===== src/rtl/dsh_pkg.sv =====
// ----------------------------------------------------------------------------
// dsh_pkg
// Shared types, constants and helper functions of the diamond-square height
// map generator.
// ----------------------------------------------------------------------------
package dsh_pkg;

  // Default grid side (2^k+1)
  localparam int DEF_GRID_SIDE = 17;

  // Field widths
  localparam int VALUE_W = 32;
  localparam int RAND_W  = 24;
  localparam int COORD_W = 5;
  localparam int KIND_W  = 2;
  localparam int CORNER_W = 2;

  // Request kinds as they arrive on the input channel
  localparam logic [KIND_W-1:0] KIND_CORNER = 2'd0;
  localparam logic [KIND_W-1:0] KIND_RANDOM = 2'd1;
  localparam logic [KIND_W-1:0] KIND_READ   = 2'd2;

  // Height limits
  localparam logic signed [VALUE_W-1:0] VAL_MAX = 32'sh7FFF_FFFF;
  localparam logic signed [VALUE_W-1:0] VAL_MIN = 32'sh8000_0000;

  // Nine tenths: 9*r, then divide by ten through a reciprocal
  localparam logic [31:0] DIV10_MUL   = 32'hCCCC_CCCD;
  localparam int          DIV10_SHIFT = 35;

  // Divide by three, one hex digit per cycle
  localparam int          DIV_IN_W   = 34;
  localparam int          DIG_W      = 4;
  localparam int          DIG_N      = 9;
  localparam int          DIV_SH_W   = DIG_W * DIG_N;
  localparam logic [11:0] DIV3_MUL   = 12'd43;
  localparam int          DIV3_SHIFT = 7;

  // Queue between front and back
  localparam int FIFO_DEPTH = 2;

  // Classified operation
  typedef enum logic [1:0] {
    OP_CORNER,
    OP_RANDOM,
    OP_READ,
    OP_NOP
  } op_t;

  // One queued request
  typedef struct packed {
    op_t                        op;
    logic [CORNER_W-1:0]        corner;
    logic                       in_range;
    logic [COORD_W-1:0]         row;
    logic [COORD_W-1:0]         column;
    logic signed [VALUE_W-1:0]  value;
    logic [RAND_W-1:0]          add;
  } entry_t;

  // trunc(9*r/10), exact for every 24-bit r
  function automatic logic [RAND_W-1:0] scale_random(input logic [RAND_W-1:0] r);
    logic [RAND_W+3:0]  x;
    logic [RAND_W+35:0] p;
    x = (RAND_W+4)'({r, 3'b000}) + (RAND_W+4)'(r);
    p = (RAND_W+36)'(x) * (RAND_W+36)'(DIV10_MUL);
    return p[DIV10_SHIFT +: RAND_W];
  endfunction

  // Quotient digit of (remainder:digit)/3 for values below 48
  function automatic logic [DIG_W-1:0] div3_digit(input logic [DIG_W+1:0] t);
    logic [11:0] p;
    p = 12'(t) * DIV3_MUL;
    return p[DIV3_SHIFT +: DIG_W];
  endfunction

endpackage


===== src/rtl/dsh_fifo.sv =====
// ----------------------------------------------------------------------------
// dsh_fifo
// Short request queue between the front and the back of the generator.
// ----------------------------------------------------------------------------
module dsh_fifo #(
  parameter int W     = 8,
  parameter int DEPTH = dsh_pkg::FIFO_DEPTH
) (
  input  logic         clk,
  input  logic         rst_n,
  input  logic         push_valid,
  output logic         push_ready,
  input  logic [W-1:0] push_data,
  output logic         pop_valid,
  input  logic         pop_ready,
  output logic [W-1:0] pop_data
);

  localparam int PTR_W = $clog2(DEPTH);
  localparam int CNT_W = $clog2(DEPTH + 1);

  logic [W-1:0]     mem_r [DEPTH];
  logic [PTR_W-1:0] wr_ptr_r, wr_ptr_nxt;
  logic [PTR_W-1:0] rd_ptr_r, rd_ptr_nxt;
  logic [CNT_W-1:0] count_r, count_nxt;
  logic             do_push, do_pop;

  assign push_ready = (count_r != CNT_W'(DEPTH));
  assign pop_valid  = (count_r != '0);
  assign pop_data   = mem_r[rd_ptr_r];
  assign do_push    = push_valid && push_ready;
  assign do_pop     = pop_valid && pop_ready;

  // Advance pointers with wrap, track fill level
  always_comb begin
    wr_ptr_nxt = wr_ptr_r;
    rd_ptr_nxt = rd_ptr_r;
    count_nxt  = count_r;
    if (do_push) begin
      wr_ptr_nxt = (wr_ptr_r == PTR_W'(DEPTH - 1)) ? '0 : wr_ptr_r + 1'b1;
    end
    if (do_pop) begin
      rd_ptr_nxt = (rd_ptr_r == PTR_W'(DEPTH - 1)) ? '0 : rd_ptr_r + 1'b1;
    end
    if (do_push && !do_pop) begin
      count_nxt = count_r + 1'b1;
    end else if (do_pop && !do_push) begin
      count_nxt = count_r - 1'b1;
    end
  end

  always_ff @(posedge clk) begin
    if (!rst_n) begin
      wr_ptr_r <= '0;
      rd_ptr_r <= '0;
      count_r  <= '0;
    end else begin
      wr_ptr_r <= wr_ptr_nxt;
      rd_ptr_r <= rd_ptr_nxt;
      count_r  <= count_nxt;
    end
    if (do_push) begin
      mem_r[wr_ptr_r] <= push_data;
    end
  end

endmodule


===== config.mk =====
export PLATFORM = sky130hd
export DESIGN_NAME = dsh_fifo
export DESIGN_NICKNAME = d
export VERILOG_FILES = /design/src/rtl/dsh_pkg.sv /design/src/rtl/dsh_fifo.sv
export SDC_FILE = /design/constraint.sdc
export NUM_CORES = 1
export LEC_CHECK = 0
export ABC_AREA = 1
export BUFFER_PORTS_ARGS = -buffer_cell sky130_fd_sc_hd__buf_2
export CORE_MARGIN = 2
export CORE_UTILIZATION = 30
export DETAILED_ROUTE_END_ITERATION = 6
export HOLD_SLACK_MARGIN = 0.02
export MAX_ROUTING_LAYER = met4
export SYNTH_ARGS = -nofsm -noshare
export SYNTH_HDL_FRONTEND = slang
export SYNTH_SLANG_ARGS = --single-unit
export TNS_END_PERCENT = 50

===== constraint.sdc =====
create_clock -name clk -period 1.55 [get_ports clk]
set_input_delay 0.31 -clock clk [delete_from_list [all_inputs] [get_ports clk]]
set_output_delay 0.31 -clock clk [all_outputs]
set_load 0.05 [all_outputs]

==> results of run 1 <==
## area by class of cell
class	instances	share of cell area
flip-flops and latches	21	0.531
inverters	8	0.0284
well taps	31	0.0352
clock inverters	1	0.00455
multi-input cells	32	0.226
clock buffers	3	0.0205
repair buffers	23	0.155
## per-layer routing
metal	up-vias	global-route usage	wire length, um
li1	263	-	-
met1	239	0.105	593
met2	18	0.159	694
met3	0	0.0323	99
met4	0	0.0399	0
met5	-	-	0
## registers in the layout, summed over array words and instances, names as in the netlist, named ones only
register and count:
mem_r 16, count_r 2, wr_ptr_r 1, rd_ptr_r 1
## how the worst max path moves through the flow
| stage | to | slack, ns | from | depth (start not counted) |
|---|---|---|---|---|
| floorplan | mem_r[1][0]$_DFFE_PP_ | 0.13 | count_r[0]$_SDFFE_PN0P_ | 4 |
| global placement | pop_data[6] | 0.12 | flop | 2 |
| detailed placement | pop_data[6] | 0.11 | flop | 2 |
| CTS | pop_data[6] | -0.02 | flop | 2 |
| global route | pop_data[3] | -0.05 | flop | 2 |
| finish | pop_data[3] | 0.01 | flop | 2 |
## what timing repair did
item	in CTS	in global routing
gates resized for setup	18	8
pin swaps	0	0
hold buffers	0	0
cloned	0	0
endpoints found under the setup margin	8	8
## report_power, final
group	internal [mW]	total, mW	switching, mW	leakage [nW]
Combinational	0.335	0.882	0.547	0.260
Clock	0.0960	0.258	0.162	0.0177
Sequential	0.723	0.808	0.0849	0.191
Total	1.15	1.95	0.794	0.469
## cell families after synthesis
family          count (synthesis)  synth area share
buf+inv                         9            0.0434
compound gates                  4            0.0284
fa+ha+maj                       1            0.0150
flops                          21             0.695
simple gates                   19             0.111
mux                             8             0.108
## cell usage in the layout, fill, tap and decap left out
master,instances
a21oi_1,1
buf_2,13
buf_4,2
buf_6,8
clkbuf_4,3
clkinv_2,2
dfxtp_1,4
dfxtp_4,1
edfxtp_1,16
ha_1,1
inv_1,6
inv_2,1
mux2_4,8
nand2_1,6
nand2_2,1
nand2_4,2
nand3_1,1
nand4_1,1
nor2_1,8
o21a_2,1
o21ai_0,1
o21ai_1,1
## worst register-to-register path, stage by stage, from the launching register on
cell,delay (ns)
dfxtp_1,0.37
inv_2,0.10
nand2_4,0.06
nand2_4,0.08
clkinv_2,0.06
ha_1,0.26
inv_1,0.11
nand3_1,0.08
nand2_1,0.06
inv_1,0.03
nor2_1,0.09
==> flow_results.xml, run 1 <==
<?xml version="1.0" encoding="UTF-8"?>
<metrics>
  <group name="synthesis">
    <metric name="syn_nets" unit="">75</metric>
    <metric name="synth.top_cells.by_count" unit="">edfxtp_1 (16), mux2_2 (8), nor2_1 (8)</metric>
    <metric name="synth.avg_cell_area" unit="um2">13.5</metric>
    <metric name="post_synth_top_area_share" unit="">0.575</metric>
    <metric name="synth_ff_type" unit="">edfxtp_1</metric>
    <metric name="yosys-top-cells-area" unit="">edfxtp_1 (57%), dfxtp_1 (12%), mux2_2 (11%)</metric>
    <metric name="post_synth_inst_count" unit="">62</metric>
    <metric name="asyncSetResetFlopFracSynth" unit="">0</metric>
    <metric name="yosysMostFrequentCell" unit="">edfxtp_1</metric>
    <metric name="synth.ff_latch_count" unit="">21</metric>
    <metric name="yosys.area.top_type" unit="">edfxtp_1</metric>
    <metric name="yosysSeqAreaShare" unit="">0.695</metric>
    <metric name="yosysWarningCount" unit="">0</metric>
    <metric name="synth_edf_count" unit="">16</metric>
    <metric name="synth_cell_types" unit="">18</metric>
    <metric name="synthesis.area" unit="um2">836</metric>
  </group>
  <group name="setup_path">
    <metric name="reg2reg_to" unit="">count_r[1]$_SDFFE_PN0P_</metric>
    <metric name="path_delay_family" unit="">flip-flops</metric>
    <metric name="critPathArrivalTime" unit="ns">1.23</metric>
    <metric name="critPathMaxFanout" unit="">8</metric>
    <metric name="endpoint_kind" unit="">output port</metric>
    <metric name="timing.critical_path.buf_inv" unit="">1</metric>
    <metric name="max_stage_delay" unit="ns">0.46</metric>
    <metric name="required" unit="ns">1.24</metric>
    <metric name="setup.worst_path.start_class" unit="">flop</metric>
    <metric name="timing.reg2reg.setup_slack" unit="ns">0.20</metric>
    <metric name="crit_path_cell_trace" unit="">mux2_4, buf_6</metric>
    <metric name="crit_type" unit="">reg2out</metric>
    <metric name="crit_slowest_cell" unit="">dfxtp_4</metric>
    <metric name="reg2regPathDepth" unit="">10</metric>
    <metric name="rr_startpoint" unit="">count_r[0]$_SDFFE_PN0P_</metric>
  </group>
  <group name="timing">
    <metric name="final_min_period_over_clock_period" unit="">0.992</metric>
    <metric name="tightestPinTransition" unit="ns">0.250</metric>
    <metric name="hold_violations" unit="">0</metric>
    <metric name="rsz0062_at_grt" unit="">yes</metric>
    <metric name="layout_min_cycle_time" unit="ns">1.54</metric>
    <metric name="timing_max_transition_violations_final" unit="">0</metric>
    <metric name="fin_skew" unit="ns">0.00746</metric>
    <metric name="final.setup.tns" unit="ns">0</metric>
    <metric name="tightest_slew_margin_relative_to_the_limit" unit="">0.835</metric>
    <metric name="whs" unit="ns">0.188</metric>
    <metric name="post-route-worst-setup-slack" unit="ns">0.0117</metric>
    <metric name="clock.fmax" unit="MHz">650</metric>
    <metric name="number_of_setup_violations_in_the_final_report" unit="">0</metric>
  </group>
  <group name="route">
    <metric name="drt-pass1-iter-count" unit="">4</metric>
    <metric name="first_iter_violations" unit="">7</metric>
    <metric name="drt-wirelength-per-cell" unit="um">11.7</metric>
    <metric name="routed_wl" unit="mm">1.39</metric>
    <metric name="final_antenna_net_count" unit="">0</metric>
    <metric name="avgViaCountPerCell" unit="">4.37</metric>
    <metric name="drt_drc_violations_left" unit="">0</metric>
    <metric name="dr_total_vias" unit="">520</metric>
  </group>
  <group name="cts">
    <metric name="h-tree-depth" unit="">1</metric>
    <metric name="clock_tree_from_tritoncts" unit="">built</metric>
    <metric name="cts.sink_count" unit="">21</metric>
    <metric name="largest_buffer_count_on_any_clock_path" unit="">2</metric>
    <metric name="worst_setup_hold_path_clk_slew" unit="ns">0.12</metric>
    <metric name="cts_made_buffers" unit="">3</metric>
    <metric name="clock_latency_at_the_later_pin_of_the_worst_skew_pair" unit="ns">0.30</metric>
    <metric name="cts_root_buf" unit="">clkbuf_4</metric>
    <metric name="post_cts_buffers" unit="">0</metric>
  </group>
  <group name="run">
    <metric name="drv_cap" unit="">0</metric>
  </group>
  <group name="grt">
    <metric name="grt_first_pass_wirelength" unit="mm">2.28</metric>
    <metric name="grt_start_max_net_pins" unit="">13</metric>
    <metric name="global_route.usage.total" unit="">0.0959</metric>
    <metric name="vias_in_the_first_global_route" unit="">572</metric>
    <metric name="globalRouteOverflowTotal" unit="">0</metric>
    <metric name="antenna_found_initial" unit="">0</metric>
  </group>
  <group name="layout">
    <metric name="post-route-util" unit="">0.406</metric>
    <metric name="multi_input_comb_area" unit="um2">249</metric>
    <metric name="drive_gt1_frac" unit="">0.477</metric>
    <metric name="area.growth.synth_to_final" unit="%">31.7</metric>
    <metric name="seqCellArea" unit="um2">584</metric>
    <metric name="filler_cell_count" unit="">276</metric>
    <metric name="final-instance-count-excl-fill" unit="">119</metric>
    <metric name="num_antenna_cells" unit="">0</metric>
    <metric name="post-route-cell-area" unit="mm2">0.00110</metric>
    <metric name="finalNetCount" unit="">102</metric>
  </group>
  <group name="hold_path">
    <metric name="min-delay-path-class" unit="">in2reg</metric>
    <metric name="hold_start" unit="">push_data[1]</metric>
    <metric name="hold_path_depth" unit="">1</metric>
    <metric name="worstHoldEndpoint" unit="">mem_r[1][1]$_DFFE_PP_</metric>
  </group>
  <group name="placement">
    <metric name="routabilityCongestion" unit="">0.720</metric>
    <metric name="place_area" unit="um2">990</metric>
    <metric name="post-dp-hpwl" unit="um">986</metric>
    <metric name="port_buffers" unit="">21</metric>
    <metric name="detailedPlace.worstSlack" unit="ns">0.110</metric>
    <metric name="place.detailed.instances" unit="">115</metric>
  </group>
  <group name="die">
    <metric name="rows" unit="">19</metric>
    <metric name="overall_die_area" unit="mm2">0.00322</metric>
    <metric name="design.portCount" unit="">22</metric>
    <metric name="initial_utilization" unit="">0.308</metric>
    <metric name="chipWidth" unit="um">56.8</metric>
    <metric name="fp.coreArea" unit="mm2">0.00271</metric>
    <metric name="chipHeight" unit="um">56.8</metric>
  </group>
  <group name="pwr">
    <metric name="cellPowerDensity" unit="mW/mm2">1770</metric>
    <metric name="p_total" unit="mW">1.95</metric>
    <metric name="p_leak" unit="nW">0.469</metric>
    <metric name="peakVddDrop" unit="mV">1.07</metric>
  </group>
  <group name="status">
    <metric name="outcome" unit="">finished clean</metric>
  </group>
</metrics>
(Power assumes the default switching activity.)
==> run 2, diff against run 1 <==
Settings changed: BUFFER_PORTS_ARGS -buffer_cell sky130_fd_sc_hd__buf_2 to not set, DONT_BUFFER_PORTS set to 1.
==> flow_results.xml, run 2 (synthesis gave the netlist of run 1 again) <==
<?xml version="1.0" encoding="UTF-8"?>
<metrics>
  <group name="grt">
    <metric name="global_route.usage.total" unit="">0.0861</metric>
    <metric name="globalRouteOverflowTotal" unit="">0</metric>
    <metric name="antenna_found_initial" unit="">0</metric>
    <metric name="vias_in_the_first_global_route" unit="">421</metric>
    <metric name="grt_first_pass_wirelength" unit="mm">2.01</metric>
    <metric name="grt_start_max_net_pins" unit="">12</metric>
  </group>
  <group name="die">
    <metric name="fp.coreArea" unit="mm2">0.00271</metric>
    <metric name="rows" unit="">19</metric>
    <metric name="design.portCount" unit="">22</metric>
    <metric name="chipHeight" unit="um">56.8</metric>
    <metric name="initial_utilization" unit="">0.308</metric>
    <metric name="chipWidth" unit="um">56.8</metric>
    <metric name="overall_die_area" unit="mm2">0.00322</metric>
  </group>
  <group name="setup_path">
    <metric name="crit_type" unit="">reg2out</metric>
    <metric name="setup.worst_path.start_class" unit="">flop</metric>
    <metric name="reg2reg_to" unit="">count_r[1]$_SDFFE_PN0P_</metric>
    <metric name="worst-path-stages" unit="">1</metric>
    <metric name="crit_slowest_cell" unit="">mux2_2</metric>
    <metric name="max_stage_delay" unit="ns">0.49</metric>
    <metric name="reg2regPathDepth" unit="">8</metric>
    <metric name="timing.reg2reg.setup_slack" unit="ns">0.20</metric>
    <metric name="critPathMaxFanout" unit="">8</metric>
    <metric name="required" unit="ns">1.24</metric>
    <metric name="rr_startpoint" unit="">count_r[1]$_SDFFE_PN0P_</metric>
    <metric name="critPathArrivalTime" unit="ns">1.23</metric>
    <metric name="timing.critical_path.buf_inv" unit="">0</metric>
    <metric name="endpoint_kind" unit="">output port</metric>
    <metric name="crit_path_cell_trace" unit="">mux2_2</metric>
    <metric name="path_delay_family" unit="">multiplexers</metric>
  </group>
  <group name="hold_path">
    <metric name="min-delay-path-class" unit="">in2reg</metric>
    <metric name="hold_start" unit="">push_data[1]</metric>
    <metric name="hold_path_depth" unit="">0</metric>
    <metric name="worstHoldEndpoint" unit="">mem_r[0][1]$_DFFE_PP_</metric>
  </group>
  <group name="placement">
    <metric name="detailedPlace.worstSlack" unit="ns">0.206</metric>
    <metric name="post-dp-hpwl" unit="um">975</metric>
    <metric name="place.detailed.instances" unit="">95</metric>
    <metric name="routabilityCongestion" unit="">0.719</metric>
    <metric name="port_buffers" unit="">0</metric>
  </group>
  <group name="route">
    <metric name="routed_wl" unit="mm">1.29</metric>
    <metric name="drt-wirelength-per-cell" unit="um">13.0</metric>
    <metric name="drt-pass1-iter-count" unit="">2</metric>
    <metric name="wl_met3" unit="um">141</metric>
    <metric name="dr_total_vias" unit="">445</metric>
    <metric name="m1WireLength" unit="um">494</metric>
    <metric name="drt_drc_violations_left" unit="">0</metric>
    <metric name="top_layer" unit="">met3</metric>
    <metric name="first_iter_violations" unit="">2</metric>
    <metric name="final_antenna_net_count" unit="">0</metric>
    <metric name="avgViaCountPerCell" unit="">4.49</metric>
    <metric name="met2_wirelength" unit="um">654</metric>
  </group>
  <group name="timing">
    <metric name="final.setup.tns" unit="ns">0</metric>
    <metric name="fin_skew" unit="ns">0.00704</metric>
    <metric name="tightest_slew_margin_relative_to_the_limit" unit="">0.821</metric>
    <metric name="final_min_period_over_clock_period" unit="">0.992</metric>
    <metric name="rsz0062_at_grt" unit="">yes</metric>
    <metric name="hold_violations" unit="">0</metric>
    <metric name="timing_max_transition_violations_final" unit="">0</metric>
    <metric name="whs" unit="ns">0.108</metric>
    <metric name="clock.fmax" unit="MHz">650</metric>
    <metric name="post-route-worst-setup-slack" unit="ns">0.0119</metric>
    <metric name="number_of_setup_violations_in_the_final_report" unit="">0</metric>
    <metric name="layout_min_cycle_time" unit="ns">1.54</metric>
    <metric name="tightestPinTransition" unit="ns">0.268</metric>
  </group>
  <group name="cts">
    <metric name="worst_setup_hold_path_clk_slew" unit="ns">0.11</metric>
    <metric name="clock_tree_from_tritoncts" unit="">built</metric>
    <metric name="cts.sink_count" unit="">21</metric>
    <metric name="cts_made_buffers" unit="">3</metric>
    <metric name="clock_latency_at_the_later_pin_of_the_worst_skew_pair" unit="ns">0.29</metric>
    <metric name="cts_root_buf" unit="">clkbuf_4</metric>
    <metric name="largest_buffer_count_on_any_clock_path" unit="">2</metric>
    <metric name="h-tree-depth" unit="">1</metric>
    <metric name="cts-hold-fix-buffers" unit="">0</metric>
  </group>
  <group name="layout">
    <metric name="largestRegisters" unit="">mem_r x16, count_r x2</metric>
    <metric name="drive_gt1_frac" unit="">0.324</metric>
    <metric name="finalNetCount" unit="">82</metric>
    <metric name="num_antenna_cells" unit="">0</metric>
    <metric name="largest_reg_flops" unit="">16</metric>
    <metric name="final-instance-count-excl-fill" unit="">99</metric>
    <metric name="most-common-layout-cells" unit="">edfxtp_1 (16), mux2_2 (8), nor2_1 (8)</metric>
    <metric name="layout.cells.most_common" unit="">edfxtp_1</metric>
    <metric name="area.growth.synth_to_final" unit="%">10.3</metric>
    <metric name="largest-register" unit="">mem_r</metric>
  </group>
  <group name="run">
    <metric name="drv_cap" unit="">0</metric>
  </group>
  <group name="pwr">
    <metric name="p_leak" unit="nW">0.343</metric>
    <metric name="peakVddDrop" unit="mV">1.00</metric>
    <metric name="cellPowerDensity" unit="mW/mm2">1890</metric>
  </group>
  <group name="status">
    <metric name="outcome" unit="">finished clean</metric>
  </group>
</metrics>
[run 2: changes by cell type in the layout (fill, tap and decap cells not counted)]
cell | before | now
buf_2 | 13 | 0
buf_6 | 8 | 0
mux2_2 | 0 | 8
mux2_4 | 8 | 0
buf_4 | 2 | 3
clkbuf_1 | 0 | 1
clkinv_2 | 2 | 1
dfxtp_2 | 0 | 1
dfxtp_4 | 1 | 0
nand2_1 | 6 | 5
nand2_2 | 1 | 2
[run 2: layout make-up]
class                   count  area, um2
fillers                   298       1790
flip-flops and latches     21        582
multi-input cells          32        221
well taps                  31       38.8
inverters                   8       31.3
clock buffers               4       26.3
repair buffers              3       22.5
[run 2: what timing repair did]
action,CTS,global route
endpoints found under the hold margin,0,0
gates resized for setup,1,1
pin swaps,0,0
endpoints found under the setup margin,8,9
buffers inserted,0,0
[run 2: worst max path at each step]
stage | startpoint | to
3_3_place_gp | flop | pop_data[6]
6_report | flop | pop_data[6]
4_1_cts | flop | pop_data[6]
3_5_place_dp | flop | pop_data[1]
5_1_grt | flop | pop_data[6]
2_1_floorplan | count_r[0]$_SDFFE_PN0P_ | mem_r[1][0]$_DFFE_PP_
[run 2: routing by layer]
layer | GRT usage | vias up
met5 | - | -
met4 | 0.0199 | 0
met3 | 0.0461 | 0
met2 | 0.131 | 17
met1 | 0.101 | 204
li1 | - | 224
[run 2: where the power goes]
group | total [mW] | internal (mW) | switching [mW]
logic | 0.700 | 0.183 | 0.517
clock network | 0.244 | 0.0999 | 0.144
registers | 0.795 | 0.720 | 0.0747
[run 2: per-stage QoR]
step           power [mW]  cell area (um2)   util
3_5_place_dp         1.51              892  0.329
6_report             1.74              922  0.340
5_1_grt              1.85              922  0.340
3_3_place_gp         1.49              892  0.329
4_1_cts              1.75              920  0.339
2_1_floorplan        1.41              836      -
==> run 3, diff against run 2 <==
Settings changed: CORE_ASPECT_RATIO set to 0.6.
==> flow_results.xml, run 3 (synthesis gave the netlist of run 1 again) <==
<?xml version="1.0" encoding="UTF-8"?>
<metrics>
  <group name="timing">
    <metric name="hold_violations" unit="">0</metric>
    <metric name="whs" unit="ns">0.146</metric>
    <metric name="clock.fmax" unit="MHz">668</metric>
    <metric name="fin_skew" unit="ns">0.00157</metric>
    <metric name="number_of_setup_violations_in_the_final_report" unit="">0</metric>
    <metric name="tightestPinTransition" unit="ns">0.460</metric>
    <metric name="final_min_period_over_clock_period" unit="">0.966</metric>
    <metric name="final.setup.tns" unit="ns">0</metric>
    <metric name="rsz0062_at_grt" unit="">yes</metric>
    <metric name="layout_min_cycle_time" unit="ns">1.50</metric>
    <metric name="tightest_slew_margin_relative_to_the_limit" unit="">0.693</metric>
    <metric name="timing_max_transition_violations_final" unit="">0</metric>
  </group>
  <group name="grt">
    <metric name="vias_in_the_first_global_route" unit="">472</metric>
    <metric name="grt_first_pass_wirelength" unit="mm">1.98</metric>
    <metric name="globalRouteOverflowTotal" unit="">0</metric>
    <metric name="global_route.usage.total" unit="">0.0923</metric>
    <metric name="grt_start_max_net_pins" unit="">13</metric>
    <metric name="antenna_found_initial" unit="">0</metric>
  </group>
  <group name="die">
    <metric name="initial_utilization" unit="">0.325</metric>
    <metric name="chipWidth" unit="um">72.1</metric>
    <metric name="fp.coreArea" unit="mm2">0.00257</metric>
    <metric name="design.portCount" unit="">22</metric>
    <metric name="rows" unit="">14</metric>
    <metric name="chipHeight" unit="um">44.9</metric>
    <metric name="overall_die_area" unit="mm2">0.00324</metric>
  </group>
  <group name="setup_path">
    <metric name="endpoint" unit="">pop_data[1]</metric>
    <metric name="worst-path-stages" unit="">1</metric>
    <metric name="reg2regPathDepth" unit="">8</metric>
    <metric name="endpoint_kind" unit="">output port</metric>
    <metric name="critPathArrivalTime" unit="ns">1.19</metric>
    <metric name="required" unit="ns">1.24</metric>
    <metric name="timing.critical_path.buf_inv" unit="">0</metric>
    <metric name="reg2reg_to" unit="">count_r[1]$_SDFFE_PN0P_</metric>
    <metric name="timing.reg2reg.setup_slack" unit="ns">0.21</metric>
    <metric name="crit_slowest_cell" unit="">mux2_2</metric>
    <metric name="path_delay_family" unit="">multiplexers</metric>
    <metric name="critPathMaxFanout" unit="">8</metric>
    <metric name="crit_path_cell_trace" unit="">mux2_2</metric>
    <metric name="max_stage_delay" unit="ns">0.49</metric>
    <metric name="crit_type" unit="">reg2out</metric>
    <metric name="rr_startpoint" unit="">count_r[1]$_SDFFE_PN0P_</metric>
    <metric name="setup.worst_path.start_class" unit="">flop</metric>
  </group>
  <group name="pwr">
    <metric name="switching_share" unit="">0.411</metric>
    <metric name="pwr-share-seq" unit="">0.434</metric>
    <metric name="cellPowerDensity" unit="mW/mm2">1950</metric>
    <metric name="combinational_power_share" unit="">0.380</metric>
    <metric name="peakVddDrop" unit="mV">0.443</metric>
    <metric name="power_frac_clock" unit="">0.186</metric>
    <metric name="internal-power" unit="mW">1.08</metric>
    <metric name="p_leak" unit="nW">0.354</metric>
    <metric name="power.switching" unit="mW">0.752</metric>
  </group>
  <group name="route">
    <metric name="drt-wirelength-per-cell" unit="um">12.8</metric>
    <metric name="routed_wl" unit="mm">1.28</metric>
    <metric name="first_iter_violations" unit="">16</metric>
    <metric name="drt_drc_violations_left" unit="">0</metric>
    <metric name="final_antenna_net_count" unit="">0</metric>
    <metric name="dr_total_vias" unit="">469</metric>
    <metric name="drt-pass1-iter-count" unit="">3</metric>
    <metric name="avgViaCountPerCell" unit="">4.69</metric>
  </group>
  <group name="layout">
    <metric name="largestRegisters" unit="">mem_r x16, count_r x2</metric>
    <metric name="most-common-layout-cells" unit="">edfxtp_1 (16), mux2_2 (8), nor2_1 (8)</metric>
    <metric name="finalNetCount" unit="">82</metric>
    <metric name="largest-register" unit="">mem_r</metric>
    <metric name="largest_reg_flops" unit="">16</metric>
    <metric name="final-instance-count-excl-fill" unit="">100</metric>
    <metric name="post-route-util" unit="">0.365</metric>
    <metric name="drive_gt1_frac" unit="">0.324</metric>
    <metric name="area.growth.synth_to_final" unit="%">12.6</metric>
    <metric name="num_antenna_cells" unit="">0</metric>
    <metric name="layout.cells.most_common" unit="">edfxtp_1</metric>
  </group>
  <group name="cts">
    <metric name="cts_made_buffers" unit="">3</metric>
    <metric name="cts-hold-fix-buffers" unit="">0</metric>
    <metric name="clock_tree_from_tritoncts" unit="">built</metric>
    <metric name="worst_setup_hold_path_clk_slew" unit="ns">0.07</metric>
    <metric name="h-tree-depth" unit="">1</metric>
    <metric name="cts.sink_count" unit="">21</metric>
    <metric name="clock_latency_at_the_later_pin_of_the_worst_skew_pair" unit="ns">0.25</metric>
    <metric name="cts_root_buf" unit="">clkbuf_8</metric>
    <metric name="largest_buffer_count_on_any_clock_path" unit="">2</metric>
  </group>
  <group name="placement">
    <metric name="place.detailed.instances" unit="">96</metric>
    <metric name="routabilityCongestion" unit="">0.709</metric>
    <metric name="port_buffers" unit="">0</metric>
  </group>
  <group name="run">
    <metric name="drv_cap" unit="">0</metric>
  </group>
  <group name="status">
    <metric name="outcome" unit="">finished clean</metric>
  </group>
  <group name="hold_path">
    <metric name="min-delay-path-class" unit="">in2reg</metric>
  </group>
</metrics>
[run 3: cell types whose count changed in the layout (fill, tap and decap cells not counted)]
cell and delta:
nand2_2 -1, clkbuf_8 +3, nand2_1 +1, clkbuf_1 -1, clkinv_2 +1, clkbuf_4 -3
[run 3: area by class of cell]
cell class / instances / area, um2
Fill cell: 251 / 1630
Sequential cell: 21 / 582
Multi-Input combinational cell: 32 / 219
Clock buffer: 3 / 41.3
Tap cell: 32 / 40.0
Inverter: 8 / 31.3
Timing Repair Buffer: 3 / 22.5
Clock inverter: 1 / 5.00
[run 3: what timing repair did]
| item | 4_1_cts | 5_1_grt |
|---|---|---|
| resized for setup | 1 | 0 |
| setup endpoints to repair | 8 | 1 |
| setup buffers | 0 | 0 |
[run 3: through the flow]
step	power [mW]	cell area (um2)	setup slack (ns)
2_1_floorplan	1.41	836	0.126
4_1_cts	1.86	941	0.0270
3_5_place_dp	1.51	893	0.192
6_report	1.83	941	0.0528
5_1_grt	1.94	941	-0.00186
3_3_place_gp	1.49	893	0.178
[run 3: how the worst min path moves through the flow]
stage / start / endpoint / slack [ns] / cells after the start
floorplan: push_data[0] / mem_r[0][0]$_DFFE_PP_ / 0.41 / 0
global placement: push_data[0] / mem_r[0][0]$_DFFE_PP_ / 0.41 / 0
detailed placement: push_data[4] / mem_r[1][4]$_DFFE_PP_ / 0.41 / 0
CTS: push_data[4] / mem_r[1][4]$_DFFE_PP_ / 0.13 / 0
global route: push_data[0] / mem_r[1][0]$_DFFE_PP_ / 0.13 / 0
finish: push_data[4] / mem_r[1][4]$_DFFE_PP_ / 0.15 / 0
[run 3: power by group through the flow]
stage | Clock [mW] | Sequential, mW | Combinational (mW)
finish | 0.341 | 0.794 | 0.696
CTS | 0.362 | 0.797 | 0.701
floorplan | 0 | 0.772 | 0.634
detailed placement | 0 | 0.806 | 0.700
global route | 0.383 | 0.807 | 0.753
global placement | 0 | 0.803 | 0.687
[run 3: metal layers]
layer  track usage  vias up  part of all wire
met5             -        -                 0
met4        0.0415        0            0.0094
met3        0.0893        2              0.16
met2         0.152       18              0.47
met1        0.0670      225              0.35
li1              -      224                 -
